[src/hw/rtl/srsl_pkg.sv]
// shared types, constants and character helpers for the s-record stream loader
package srsl_pkg;

    // address width of write and start addresses
    localparam int ADDRESS_BITS = 32;
    localparam logic [31:0] ADDR_MASK = (ADDRESS_BITS >= 32) ? 32'hFFFF_FFFF :
        32'((64'd1 << ADDRESS_BITS) - 64'd1);

    // queue between the character front and the record back
    localparam int QUEUE_DEPTH    = 4;
    localparam int QUEUE_PTR_BITS = $clog2(QUEUE_DEPTH);
    localparam int QUEUE_CNT_BITS = $clog2(QUEUE_DEPTH + 1);

    // stream widths
    localparam int S_TDATA_BITS = 8;
    localparam int M_TDATA_BITS = 64;
    localparam int M_TUSER_BITS = 7;

    // ascii codes
    localparam logic [7:0] CH_S     = 8'h53;
    localparam logic [7:0] CH_CR    = 8'h0D;
    localparam logic [7:0] CH_LF    = 8'h0A;
    localparam logic [7:0] CH_TAB   = 8'h09;
    localparam logic [7:0] CH_VT    = 8'h0B;
    localparam logic [7:0] CH_FF    = 8'h0C;
    localparam logic [7:0] CH_SPACE = 8'h20;
    localparam logic [7:0] CH_0     = 8'h30;
    localparam logic [7:0] CH_9     = 8'h39;
    localparam logic [7:0] CH_LA    = 8'h61;
    localparam logic [7:0] CH_LF_HEX = 8'h66;
    localparam logic [7:0] CH_UA    = 8'h41;
    localparam logic [7:0] CH_UF    = 8'h46;

    // record kinds (digit after the S)
    localparam logic [3:0] KIND_S0 = 4'd0;
    localparam logic [3:0] KIND_S1 = 4'd1;
    localparam logic [3:0] KIND_S2 = 4'd2;
    localparam logic [3:0] KIND_S3 = 4'd3;
    localparam logic [3:0] KIND_S5 = 4'd5;
    localparam logic [3:0] KIND_S7 = 4'd7;
    localparam logic [3:0] KIND_S8 = 4'd8;
    localparam logic [3:0] KIND_S9 = 4'd9;

    // result word kinds
    typedef enum logic [2:0] {
        EV_WRITE     = 3'd0,
        EV_HEADER    = 3'd1,
        EV_REC_OK    = 3'd2,
        EV_REC_BAD   = 3'd3,
        EV_LOAD_DONE = 3'd4
    } event_t;

    // parser phases
    typedef enum logic [3:0] {
        PH_LINE  = 4'd0,
        PH_LINE2 = 4'd1,
        PH_KIND  = 4'd2,
        PH_COUNT = 4'd3,
        PH_ADDR  = 4'd4,
        PH_DATA  = 4'd5,
        PH_SUM   = 4'd6,
        PH_TAIL  = 4'd7,
        PH_SKIP  = 4'd8
    } phase_t;

    // one classified character
    typedef struct packed {
        logic [3:0] nib;      // hex value, or decimal value for digits
        logic       hex_ok;
        logic       is_dec;
        logic       kind_ok;
        logic       is_s;
        logic       is_cr;
        logic       is_lf;
        logic       is_ws;
    } chr_item_t;

    // queue status seen by both sides
    typedef struct packed {
        logic full;
        logic empty;
    } queue_stat_t;

    // one result word
    typedef struct packed {
        event_t      event_res;
        logic [31:0] address;
        logic [7:0]  data;
        logic [3:0]  record_kind;
        logic        sum_ok;
        logic        start_valid;
        logic [15:0] record_total;
    } result_t;

    // kinds that end a load
    function automatic logic is_term(input logic [3:0] k);
        is_term = (k inside {KIND_S7, KIND_S8, KIND_S9});
    endfunction

    // number of address digits for a record kind
    function automatic logic [3:0] addr_digits(input logic [3:0] k);
        if (k inside {KIND_S2, KIND_S8})
            addr_digits = 4'd6;
        else if (k inside {KIND_S3, KIND_S7})
            addr_digits = 4'd8;
        else
            addr_digits = 4'd4;
    endfunction

    // sort one character into the classes the parser needs
    function automatic chr_item_t classify(input logic [7:0] ch);
        chr_item_t it;
        logic      dec;
        logic      alpha;
        dec   = (ch inside {[CH_0:CH_9]});
        alpha = (ch inside {[CH_LA:CH_LF_HEX], [CH_UA:CH_UF]});
        it.nib     = dec ? ch[3:0] : (alpha ? (ch[3:0] + 4'd9) : 4'd0);
        it.hex_ok  = dec || alpha;
        it.is_dec  = dec;
        it.kind_ok = dec && (ch[3:0] inside {KIND_S0, KIND_S1, KIND_S2, KIND_S3,
                                             KIND_S5, KIND_S7, KIND_S8, KIND_S9});
        it.is_s    = (ch == CH_S);
        it.is_cr   = (ch == CH_CR);
        it.is_lf   = (ch == CH_LF);
        it.is_ws   = (ch inside {CH_SPACE, CH_TAB, CH_LF, CH_VT, CH_FF});
        classify = it;
    endfunction

endpackage

[src/hw/rtl/srsl_front.sv]
// character front: takes input words, classifies them, feeds the queue
module srsl_front
    import srsl_pkg::*;
(
    input  logic        clk,
    input  logic        rst_n,
    input  logic        s_valid,
    output logic        s_ready,
    input  logic [7:0]  ch,
    input  queue_stat_t q_stat,
    output logic        push,
    output chr_item_t   push_item
);

    logic      stage_valid_reg;
    logic      stage_valid_next;
    chr_item_t stage_item_reg;
    logic      accept;

    // stage is free or drains into the queue this cycle
    assign push    = stage_valid_reg && !q_stat.full;
    assign s_ready = !stage_valid_reg || !q_stat.full;
    assign accept  = s_valid && s_ready;
    assign push_item = stage_item_reg;

    // stage occupancy
    always_comb
    begin
        if (accept)
            stage_valid_next = 1'b1;
        else if (push)
            stage_valid_next = 1'b0;
        else
            stage_valid_next = stage_valid_reg;
    end

    always_ff @(posedge clk or negedge rst_n)
    begin
        if (!rst_n)
            stage_valid_reg <= 1'b0;
        else
            stage_valid_reg <= stage_valid_next;
    end

    // classified character payload
    always_ff @(posedge clk)
    begin
        if (accept)
            stage_item_reg <= classify(ch);
    end

endmodule

[src/hw/rtl/srsl_queue.sv]
// short queue of classified characters between front and back
module srsl_queue
    import srsl_pkg::*;
(
    input  logic        clk,
    input  logic        rst_n,
    input  logic        push,
    input  chr_item_t   push_item,
    input  logic        pop,
    output chr_item_t   head_item,
    output queue_stat_t q_stat
);

    chr_item_t                 entry_reg [QUEUE_DEPTH];
    logic [QUEUE_PTR_BITS-1:0] wr_ptr_reg;
    logic [QUEUE_PTR_BITS-1:0] wr_ptr_next;
    logic [QUEUE_PTR_BITS-1:0] rd_ptr_reg;
    logic [QUEUE_PTR_BITS-1:0] rd_ptr_next;
    logic [QUEUE_CNT_BITS-1:0] count_reg;
    logic [QUEUE_CNT_BITS-1:0] count_next;

    assign q_stat.full  = (count_reg == QUEUE_CNT_BITS'(QUEUE_DEPTH));
    assign q_stat.empty = (count_reg == '0);
    assign head_item    = entry_reg[rd_ptr_reg];

    // pointer and fill tracking
    always_comb
    begin
        wr_ptr_next = wr_ptr_reg;
        rd_ptr_next = rd_ptr_reg;
        count_next  = count_reg;
        if (push)
            wr_ptr_next = (wr_ptr_reg == QUEUE_PTR_BITS'(QUEUE_DEPTH - 1)) ? '0 :
                          wr_ptr_reg + 1'b1;
        if (pop)
            rd_ptr_next = (rd_ptr_reg == QUEUE_PTR_BITS'(QUEUE_DEPTH - 1)) ? '0 :
                          rd_ptr_reg + 1'b1;
        if (push && !pop)
            count_next = count_reg + 1'b1;
        else if (pop && !push)
            count_next = count_reg - 1'b1;
    end

    always_ff @(posedge clk or negedge rst_n)
    begin
        if (!rst_n)
        begin
            wr_ptr_reg <= '0;
            rd_ptr_reg <= '0;
            count_reg  <= '0;
        end
        else
        begin
            wr_ptr_reg <= wr_ptr_next;
            rd_ptr_reg <= rd_ptr_next;
            count_reg  <= count_next;
        end
    end

    // entry storage
    always_ff @(posedge clk)
    begin
        if (push)
            entry_reg[wr_ptr_reg] <= push_item;
    end

endmodule

[src/hw/rtl/srsl_back.sv]
// record back: runs the s-record parser and holds the result word register
module srsl_back
    import srsl_pkg::*;
(
    input  logic        clk,
    input  logic        rst_n,
    input  chr_item_t   head_item,
    input  queue_stat_t q_stat,
    output logic        pop,
    output logic        m_valid,
    input  logic        m_ready,
    output result_t     m_res
);

    phase_t      phase_reg, phase_next;
    logic [3:0]  kind_reg, kind_next;
    logic [3:0]  high_nibble_reg, high_nibble_next;
    logic [3:0]  digit_index_reg, digit_index_next;
    logic [7:0]  byte_count_reg, byte_count_next;
    logic [31:0] addr_acc_reg, addr_acc_next;
    logic [7:0]  bytes_left_reg, bytes_left_next;
    logic [7:0]  running_sum_reg, running_sum_next;
    logic        bad_flag_reg, bad_flag_next;
    logic        sum_flag_reg, sum_flag_next;
    logic [31:0] start_reg, start_next;
    logic        out_valid_reg, out_valid_next;
    result_t     out_res_reg, out_res_next;

    logic        emit;
    logic        finish_req;
    result_t     res;
    logic [31:0] acc_shift;
    logic [7:0]  byte_val;
    logic [3:0]  digits;
    logic [7:0]  ab_plus1;
    logic [3:0]  di_inc;
    logic        hdr_ok;

    assign m_valid = out_valid_reg;
    assign m_res   = out_res_reg;

    // parser step and result word
    always_comb
    begin
        phase_next       = phase_reg;
        kind_next        = kind_reg;
        high_nibble_next = high_nibble_reg;
        digit_index_next = digit_index_reg;
        byte_count_next  = byte_count_reg;
        addr_acc_next    = addr_acc_reg;
        bytes_left_next  = bytes_left_reg;
        running_sum_next = running_sum_reg;
        bad_flag_next    = bad_flag_reg;
        sum_flag_next    = sum_flag_reg;
        start_next       = start_reg;
        emit             = 1'b0;
        finish_req       = 1'b0;
        res              = '0;
        res.event_res    = EV_WRITE;
        res.record_kind  = kind_reg;

        pop       = !q_stat.empty && (!out_valid_reg || m_ready);
        acc_shift = {addr_acc_reg[27:0], head_item.nib};
        byte_val  = {high_nibble_reg, head_item.nib};
        digits    = addr_digits(kind_reg);
        ab_plus1  = {5'd0, digits[3:1]} + 8'd1;
        di_inc    = digit_index_reg + 4'd1;

        // count and address limits for the header
        if (kind_reg == KIND_S0)
            hdr_ok = (byte_count_reg >= 8'd3) && (acc_shift == '0);
        else if (kind_reg == KIND_S5)
            hdr_ok = (byte_count_reg == 8'd3);
        else if (is_term(kind_reg))
            hdr_ok = (byte_count_reg == ab_plus1);
        else
            hdr_ok = (byte_count_reg >= ab_plus1);

        if (pop)
        begin
            case (phase_reg)
                PH_LINE, PH_LINE2:
                begin
                    if (head_item.is_s)
                    begin
                        kind_next        = '0;
                        high_nibble_next = '0;
                        digit_index_next = '0;
                        byte_count_next  = '0;
                        addr_acc_next    = '0;
                        bytes_left_next  = '0;
                        running_sum_next = '0;
                        bad_flag_next    = 1'b0;
                        sum_flag_next    = 1'b0;
                        phase_next       = PH_KIND;
                    end
                    else if (head_item.is_cr)
                    begin
                        bad_flag_next = 1'b1;
                        finish_req    = 1'b1;
                    end
                    else if (head_item.is_lf && phase_reg == PH_LINE)
                        phase_next = PH_LINE2;
                    else
                    begin
                        bad_flag_next = 1'b1;
                        phase_next    = PH_SKIP;
                    end
                end
                PH_KIND:
                begin
                    kind_next = head_item.is_dec ? head_item.nib : 4'd0;
                    if (head_item.kind_ok)
                    begin
                        digit_index_next = '0;
                        phase_next       = PH_COUNT;
                    end
                    else
                    begin
                        bad_flag_next = 1'b1;
                        if (head_item.is_cr)
                            finish_req = 1'b1;
                        else
                            phase_next = PH_SKIP;
                    end
                end
                PH_ADDR:
                begin
                    if (!head_item.hex_ok)
                    begin
                        bad_flag_next = 1'b1;
                        if (head_item.is_cr)
                            finish_req = 1'b1;
                        else
                            phase_next = PH_SKIP;
                    end
                    else
                    begin
                        addr_acc_next    = acc_shift;
                        digit_index_next = di_inc;
                        if (digit_index_reg[0])
                            running_sum_next = running_sum_reg + acc_shift[7:0];
                        // last address digit: check the header
                        if (di_inc >= digits)
                        begin
                            if (!hdr_ok)
                            begin
                                bad_flag_next = 1'b1;
                                phase_next    = PH_SKIP;
                            end
                            else
                            begin
                                bytes_left_next = byte_count_reg - ab_plus1;
                                if (kind_reg inside {KIND_S1, KIND_S2, KIND_S3})
                                    addr_acc_next = acc_shift & ADDR_MASK;
                                digit_index_next = '0;
                                phase_next = (byte_count_reg != ab_plus1) ? PH_DATA : PH_SUM;
                            end
                        end
                    end
                end
                PH_COUNT, PH_DATA, PH_SUM:
                begin
                    if (!head_item.hex_ok)
                    begin
                        bad_flag_next = 1'b1;
                        if (head_item.is_cr)
                            finish_req = 1'b1;
                        else
                            phase_next = PH_SKIP;
                    end
                    else if (!digit_index_reg[0])
                    begin
                        high_nibble_next = head_item.nib;
                        digit_index_next = 4'd1;
                    end
                    else
                    begin
                        digit_index_next = '0;
                        if (phase_reg == PH_COUNT)
                        begin
                            byte_count_next  = byte_val;
                            running_sum_next = running_sum_reg + byte_val;
                            addr_acc_next    = '0;
                            phase_next       = PH_ADDR;
                        end
                        else if (phase_reg == PH_DATA)
                        begin
                            running_sum_next = running_sum_reg + byte_val;
                            bytes_left_next  = bytes_left_reg - 8'd1;
                            if (bytes_left_reg == 8'd1)
                                phase_next = PH_SUM;
                            emit     = 1'b1;
                            res.data = byte_val;
                            if (kind_reg == KIND_S0)
                                res.event_res = EV_HEADER;
                            else
                            begin
                                res.event_res = EV_WRITE;
                                res.address   = addr_acc_reg & ADDR_MASK;
                                addr_acc_next = (addr_acc_reg + 32'd1) & ADDR_MASK;
                            end
                        end
                        else
                        begin
                            // checksum byte
                            sum_flag_next = (~running_sum_reg == byte_val);
                            if ((~running_sum_reg != byte_val) && kind_reg != KIND_S0 &&
                                !is_term(kind_reg))
                                bad_flag_next = 1'b1;
                            phase_next = PH_TAIL;
                        end
                    end
                end
                PH_TAIL:
                begin
                    if (head_item.is_cr)
                        finish_req = 1'b1;
                    else if (!head_item.is_ws)
                        bad_flag_next = 1'b1;
                end
                default:
                begin
                    if (head_item.is_cr)
                    begin
                        bad_flag_next = 1'b1;
                        finish_req    = 1'b1;
                    end
                    else
                        phase_next = PH_SKIP;
                end
            endcase
        end

        // end of record: report and clear
        if (finish_req)
        begin
            emit            = 1'b1;
            res             = '0;
            res.record_kind = kind_next;
            res.sum_ok      = sum_flag_reg;
            if (bad_flag_next)
                res.event_res = EV_REC_BAD;
            else if (is_term(kind_next))
            begin
                res.event_res   = EV_LOAD_DONE;
                res.start_valid = sum_flag_reg;
                if (sum_flag_reg)
                begin
                    start_next  = addr_acc_reg & ADDR_MASK;
                    res.address = addr_acc_reg & ADDR_MASK;
                end
                else
                    res.address = start_reg;
            end
            else
            begin
                res.event_res = EV_REC_OK;
                if (kind_next == KIND_S5)
                    res.record_total = addr_acc_reg[15:0];
            end
            phase_next       = PH_LINE;
            kind_next        = '0;
            high_nibble_next = '0;
            digit_index_next = '0;
            byte_count_next  = '0;
            addr_acc_next    = '0;
            bytes_left_next  = '0;
            running_sum_next = '0;
            bad_flag_next    = 1'b0;
            sum_flag_next    = 1'b0;
        end

        // result word register
        out_res_next = out_res_reg;
        if (pop && emit)
        begin
            out_valid_next = 1'b1;
            out_res_next   = res;
        end
        else if (m_ready)
            out_valid_next = 1'b0;
        else
            out_valid_next = out_valid_reg;
    end

    // parser state
    always_ff @(posedge clk or negedge rst_n)
    begin
        if (!rst_n)
        begin
            phase_reg       <= PH_LINE;
            kind_reg        <= '0;
            high_nibble_reg <= '0;
            digit_index_reg <= '0;
            byte_count_reg  <= '0;
            addr_acc_reg    <= '0;
            bytes_left_reg  <= '0;
            running_sum_reg <= '0;
            bad_flag_reg    <= 1'b0;
            sum_flag_reg    <= 1'b0;
            start_reg       <= '0;
            out_valid_reg   <= 1'b0;
        end
        else
        begin
            phase_reg       <= phase_next;
            kind_reg        <= kind_next;
            high_nibble_reg <= high_nibble_next;
            digit_index_reg <= digit_index_next;
            byte_count_reg  <= byte_count_next;
            addr_acc_reg    <= addr_acc_next;
            bytes_left_reg  <= bytes_left_next;
            running_sum_reg <= running_sum_next;
            bad_flag_reg    <= bad_flag_next;
            sum_flag_reg    <= sum_flag_next;
            start_reg       <= start_next;
            out_valid_reg   <= out_valid_next;
        end
    end

    // result payload
    always_ff @(posedge clk)
    begin
        out_res_reg <= out_res_next;
    end

endmodule

[src/hw/rtl/srecord_stream_loader_unit.sv]
// top level of the s-record stream loader: front, queue and back
//
//   channel   dir   tdata                 tuser
//   s_axis    in    [7:0] ch              -
//   m_axis    out   address/data/flags    event_res, record_kind
//
// one character word is taken per cycle and one result word leaves per cycle
// at most; a character passes the front stage and a queue entry before the
// parser loads its result word into the result register, and the parser takes
// one character a cycle unless the result register is full and m_axis stalls.
// rst_n clears all parser state, the queue and the start address.
// a stalled m_axis side fills the result register, then the four-entry queue
// and the front stage before s_axis_tready drops.
module srecord_stream_loader_unit
    import srsl_pkg::*;
(
    input  logic                    clk,
    input  logic                    rst_n,
    input  logic                    s_axis_tvalid,
    output logic                    s_axis_tready,
    input  logic [S_TDATA_BITS-1:0] s_axis_tdata,   // [7:0] ch
    output logic                    m_axis_tvalid,
    input  logic                    m_axis_tready,
    // [31:0] address, [39:32] data, [40] sum_ok, [41] start_valid,
    // [57:42] record_total, [63:58] zero
    output logic [M_TDATA_BITS-1:0] m_axis_tdata,
    output logic [M_TUSER_BITS-1:0] m_axis_tuser    // [2:0] event_res, [6:3] record_kind
);

    queue_stat_t q_stat;
    logic        q_push;
    logic        q_pop;
    chr_item_t   push_item;
    chr_item_t   head_item;
    result_t     out_res;

    // character front
    srsl_front u_front (
        .clk       (clk),
        .rst_n     (rst_n),
        .s_valid   (s_axis_tvalid),
        .s_ready   (s_axis_tready),
        .ch        (s_axis_tdata),
        .q_stat    (q_stat),
        .push      (q_push),
        .push_item (push_item)
    );

    // character queue
    srsl_queue u_queue (
        .clk       (clk),
        .rst_n     (rst_n),
        .push      (q_push),
        .push_item (push_item),
        .pop       (q_pop),
        .head_item (head_item),
        .q_stat    (q_stat)
    );

    // record parser
    srsl_back u_back (
        .clk       (clk),
        .rst_n     (rst_n),
        .head_item (head_item),
        .q_stat    (q_stat),
        .pop       (q_pop),
        .m_valid   (m_axis_tvalid),
        .m_ready   (m_axis_tready),
        .m_res     (out_res)
    );

    // result word packing
    assign m_axis_tdata = {6'd0, out_res.record_total, out_res.start_valid, out_res.sum_ok,
                           out_res.data, out_res.address};
    assign m_axis_tuser = {out_res.record_kind, out_res.event_res};

`ifndef SYNTHESIS
    a_push_room: assert property (@(posedge clk) disable iff (!rst_n)
        q_push |-> !q_stat.full)
        else $error("queue written while full");

    a_pop_data: assert property (@(posedge clk) disable iff (!rst_n)
        q_pop |-> !q_stat.empty)
        else $error("queue read while empty");

    a_start_flag: assert property (@(posedge clk) disable iff (!rst_n)
        (m_axis_tvalid && out_res.event_res != EV_LOAD_DONE) |-> !out_res.start_valid)
        else $error("start flag outside load done");

    a_done_flags: assert property (@(posedge clk) disable iff (!rst_n)
        (m_axis_tvalid && out_res.event_res == EV_LOAD_DONE) |->
            (out_res.start_valid == out_res.sum_ok))
        else $error("load done start flag differs from checksum flag");
`endif

endmodule
[config.mk]
export PLATFORM = sky130hd
export DESIGN_NAME = srecord_stream_loader_unit
export DESIGN_NICKNAME = d
export VERILOG_FILES = /design/src/hw/rtl/srsl_pkg.sv /design/src/hw/rtl/srsl_front.sv /design/src/hw/rtl/srsl_queue.sv /design/src/hw/rtl/srsl_back.sv /design/src/hw/rtl/srecord_stream_loader_unit.sv
export SDC_FILE = /design/constraint.sdc
export NUM_CORES = 1
export LEC_CHECK = 0
export ABC_CLOCK_PERIOD_IN_PS = 5000
export CAP_MARGIN = 25
export CORE_MARGIN = 2
export CORE_UTILIZATION = 60
export DETAILED_ROUTE_END_ITERATION = 10
export DONT_BUFFER_PORTS = 1
export GPL_TIMING_DRIVEN = 0
export PLACE_DENSITY = 0.76
export SYNTH_ARGS = -nofsm -noshare
export SYNTH_HDL_FRONTEND = slang
export SYNTH_SLANG_ARGS = --single-unit
[constraint.sdc]
create_clock -name clk -period 5 [get_ports clk]
set_clock_uncertainty 0.1 [all_clocks]
set_input_delay 1 -clock clk [delete_from_list [all_inputs] [get_ports clk]]
set_output_delay 1 -clock clk [all_outputs]
set_load 0.01 [all_outputs]
==> reports/qor.txt <==
run status - finished, final reports clean
Post-synth EDFFs - 120
nets - 1187
first-pass GRT wire length - 45800 µm
Die Span Y - 146 µm
Max Cap Violations - 0
sequential area share after synthesis - 53.9%
initial antenna violation count - 0
area of the multi-input gates - 0.00512 mm²
# DRC - 0
total grt overflow - 0
worst slew pin tran - 1.08 ns
Syn Std Cell Area - 0.0120 mm²
Tcrit/Tclk final - 92.7%
via count - 9125
Synth cell types - 75
Worst setup SP type - register
CTS tree - done
Inserted Clock Buffers - 25
drt pass-1 iters - 6
Leakage Power - 0.00544 µW
final wirelength - 27900 µm
CP required - 4.98 ns
Detail Route Antenna Nets - 0
crit path capture - u_back.m_res[56]
# diodes - 0
setup TNS - 0 ns
critical path capture point type - register
crit path launch - u_queue.rd_ptr_reg[1]
layout cells sized above 1 - 7.67%
Primary FF master, synth - edfxtp_1
cell row count - 51
CTS Root Cell - clkbuf_16
CP Class - register to register
core area - 0.0196 mm²
cell mode on critical path - clkbuf_1
CP cell instances - clkbuf_1 > clkbuf_1 > mux2_2 > o221ai_1 > a21o_1 > o21ai_1 > clkbuf_1 > buf_2 > clkbuf_1 > nand2_4
fillers - 1513
setup ws final - 0.366 ns
Tmin final - 4.63 ns
dpl hpwl - 19000 µm
H-tree levels - 1
die width - 146 µm
Clock transition at path regs - 0.06 ns
DR vias/cell - 6.40
Rel. slew slack - 27.6%
Synth Register Bits - 235
vias in the first global route - 8762
Skew-Pair Late Insertion Delay - 0.52 ns
Ports - 85
Min-Delay Path Class - input port to asynchronous set/reset pin
Fmax - 216 MHz
synth-to-layout area growth - 9.83%
largest net degree at the start of global routing - 116
GR Util All Layers - 26.5%
Setup WS pre-CTS - 0.444 ns
yosys warns - 0
Synth Instances - 1110
CTS Hold Bufs - 0
critical path arrival - 4.61 ns
GP Congestion - 0.927
Final Instance Area - 0.0132 mm²
Slowest cell on crit path - nand2_4
Crit Path Max Fanout - 65
RSZ-0062 raised after global routing - false
WHS - 0.0726 ns
WL/cell - 19.5 µm
VDD IR-drop max - 0.353 mV
Starting Density - 61.4%
die area - 0.0212 mm²
CP max stage delay - 0.56 ns
Max clock buf depth - 3
Final Hold Viols - 0
PD cells - 632 mW/mm²
setup bufs post-CTS - 0
Post-DP Area - 0.0124 mm²
# port buffers - 0
Register-to-Register Path Depth - 10
final setup vio count - 0
max reg flops - 65
DRT iter0 DRCs - 1055
syn_area_per_cell - 10.8 µm²
post-CTS sizing - 0
total area of sequential cells - 0.00648 mm²
reg2reg start - u_queue.rd_ptr_reg[1]
FFs w/ async S/R, synth - 48.9%
r2r setup slk - 0.37 ns
TritonCTS Sinks - 235
Max Slew Vio Count - 0
worst r2r dst - u_back.m_res[56]
[layout by cell type (no fill, tap or decap), types with 13 or more instances in the layout]
cell type / netlist / layout
mux2_1: 32 / 32
o21ai_0: 66 / 66
xnor2_1: 16 / 16
ha_1: 30 / 30
clkbuf_16: 0 / 25
clkbuf_1: 53 / 59
nand2_1: 105 / 104
inv_1: 35 / 35
nand3_1: 32 / 32
o21ai_1: 19 / 19
nor2_1: 68 / 68
nor3_1: 20 / 20
edfxtp_1: 120 / 120
nand4_1: 13 / 13
and3_1: 21 / 21
a22o_1: 39 / 39
a31oi_1: 14 / 14
and2_1: 36 / 36
a22oi_1: 17 / 17
a21o_1: 14 / 14
dfrtp_1: 115 / 115
a21oi_1: 55 / 55
[worst max-delay path: cells and delay by family, from the launching register on]
kind	cells	cell delay [ns]
AND/OR/NAND/NOR	1	0.56
multiplexers	1	0.28
flip-flops	1	0.35
AO/OA/AOI/OAI	3	0.84
buffers and inverters	5	1.97
[Yosys cell counts, types with 5 or more instances]
| cell | n | share of area, % |
|---|---|---|
| a21o_1 | 14 | 0.87 |
| a21oi_1 | 55 | 2.3 |
| a22o_1 | 39 | 2.8 |
| a22oi_1 | 17 | 1.1 |
| a31oi_1 | 14 | 0.73 |
| and2_1 | 36 | 1.9 |
| and3_1 | 21 | 1.1 |
| and4_1 | 6 | 0.44 |
| buf_2 | 10 | 0.42 |
| buf_4 | 9 | 0.56 |
| clkbuf_1 | 53 | 1.7 |
| dfrtp_1 | 115 | 24 |
| edfxtp_1 | 120 | 30 |
| ha_1 | 30 | 3.1 |
| inv_1 | 35 | 1.1 |
| mux2_1 | 32 | 3.0 |
| mux2_2 | 8 | 0.75 |
| mux4_2 | 8 | 1.5 |
| nand2_1 | 105 | 3.3 |
| nand2b_1 | 11 | 0.57 |
| nand3_1 | 32 | 1.3 |
| nand4_1 | 13 | 0.68 |
| nor2_1 | 68 | 2.1 |
| nor2b_1 | 7 | 0.36 |
| nor3_1 | 20 | 0.83 |
| nor3b_1 | 6 | 0.37 |
| nor4_1 | 12 | 0.62 |
| o21a_1 | 9 | 0.56 |
| o21ai_0 | 66 | 2.7 |
| o21ai_1 | 19 | 0.79 |
| o22ai_1 | 7 | 0.36 |
| o31ai_1 | 6 | 0.37 |
| or3_1 | 5 | 0.26 |
| xnor2_1 | 16 | 1.2 |
| xor2_1 | 11 | 0.80 |
[per-stage QoR]
| step | util (%) | power [µW] | cells |
|---|---|---|---|
| 3_5_place_dp | 63.3 | 6470 | 1380 |
| 6_report | 67.4 | 8350 | 1426 |
| 2_1_floorplan | - | 5520 | 1115 |
| 3_3_place_gp | 63.2 | 6410 | 1380 |
| 5_1_grt | 67.4 | 8860 | 1426 |
| 4_1_cts | 67.4 | 8320 | 1426 |
[kinds of logic after synthesis]
kind of cell | synth area share [%]
other | 0.0624
AND/OR/NAND/NOR | 15.3
buffers and inverters | 3.87
flip-flops | 53.9
multiplexers | 5.57
AO/OA/AOI/OAI | 15.7
adder cells (fa/ha/maj) | 3.62
XOR/XNOR | 1.97
[where the power goes]
part / internal, µW / total (µW) / switching (µW) / leakage (µW)
Sequential: 2700 / 3100 / 400 / 0.00272
Combinational: 1080 / 3420 / 2350 / 0.00232
Clock: 1080 / 1830 / 750 / 0.000398
Total: 4850 / 8350 / 3500 / 0.00544
[how the worst min path moves through the flow]
stage	slack [ns]	to
after floorplan	0.36	u_queue.entry_reg[0][0]
after global placement	0.37	u_back.start_reg[6]
after detailed placement	0.38	u_back.start_reg[11]
after CTS	0.06	u_back.phase_reg[3]
after global routing	0.05	u_back.phase_reg[3]
final	0.07	u_back.bytes_left_reg[3]
[routing by layer]
layer | part of all wire [%] | GRT usage (%) | up-vias
met5 | 0 | 0 | -
met4 | 2.7 | 8.97 | 0
met3 | 8.7 | 4.76 | 65
met2 | 46 | 41.3 | 482
met1 | 43 | 37.9 | 4413
li1 | - | - | 4165
[layout make-up]
class	count	area share, %
Multi-Input combinational cell	769	38.7
Clock inverter	12	0.975
Buffer	75	2.50
Tap cell	265	2.51
Inverter	36	1.02
Clock buffer	34	5.22
Sequential cell	235	49.1
Note: power is estimated with default switching activity, not from simulation.
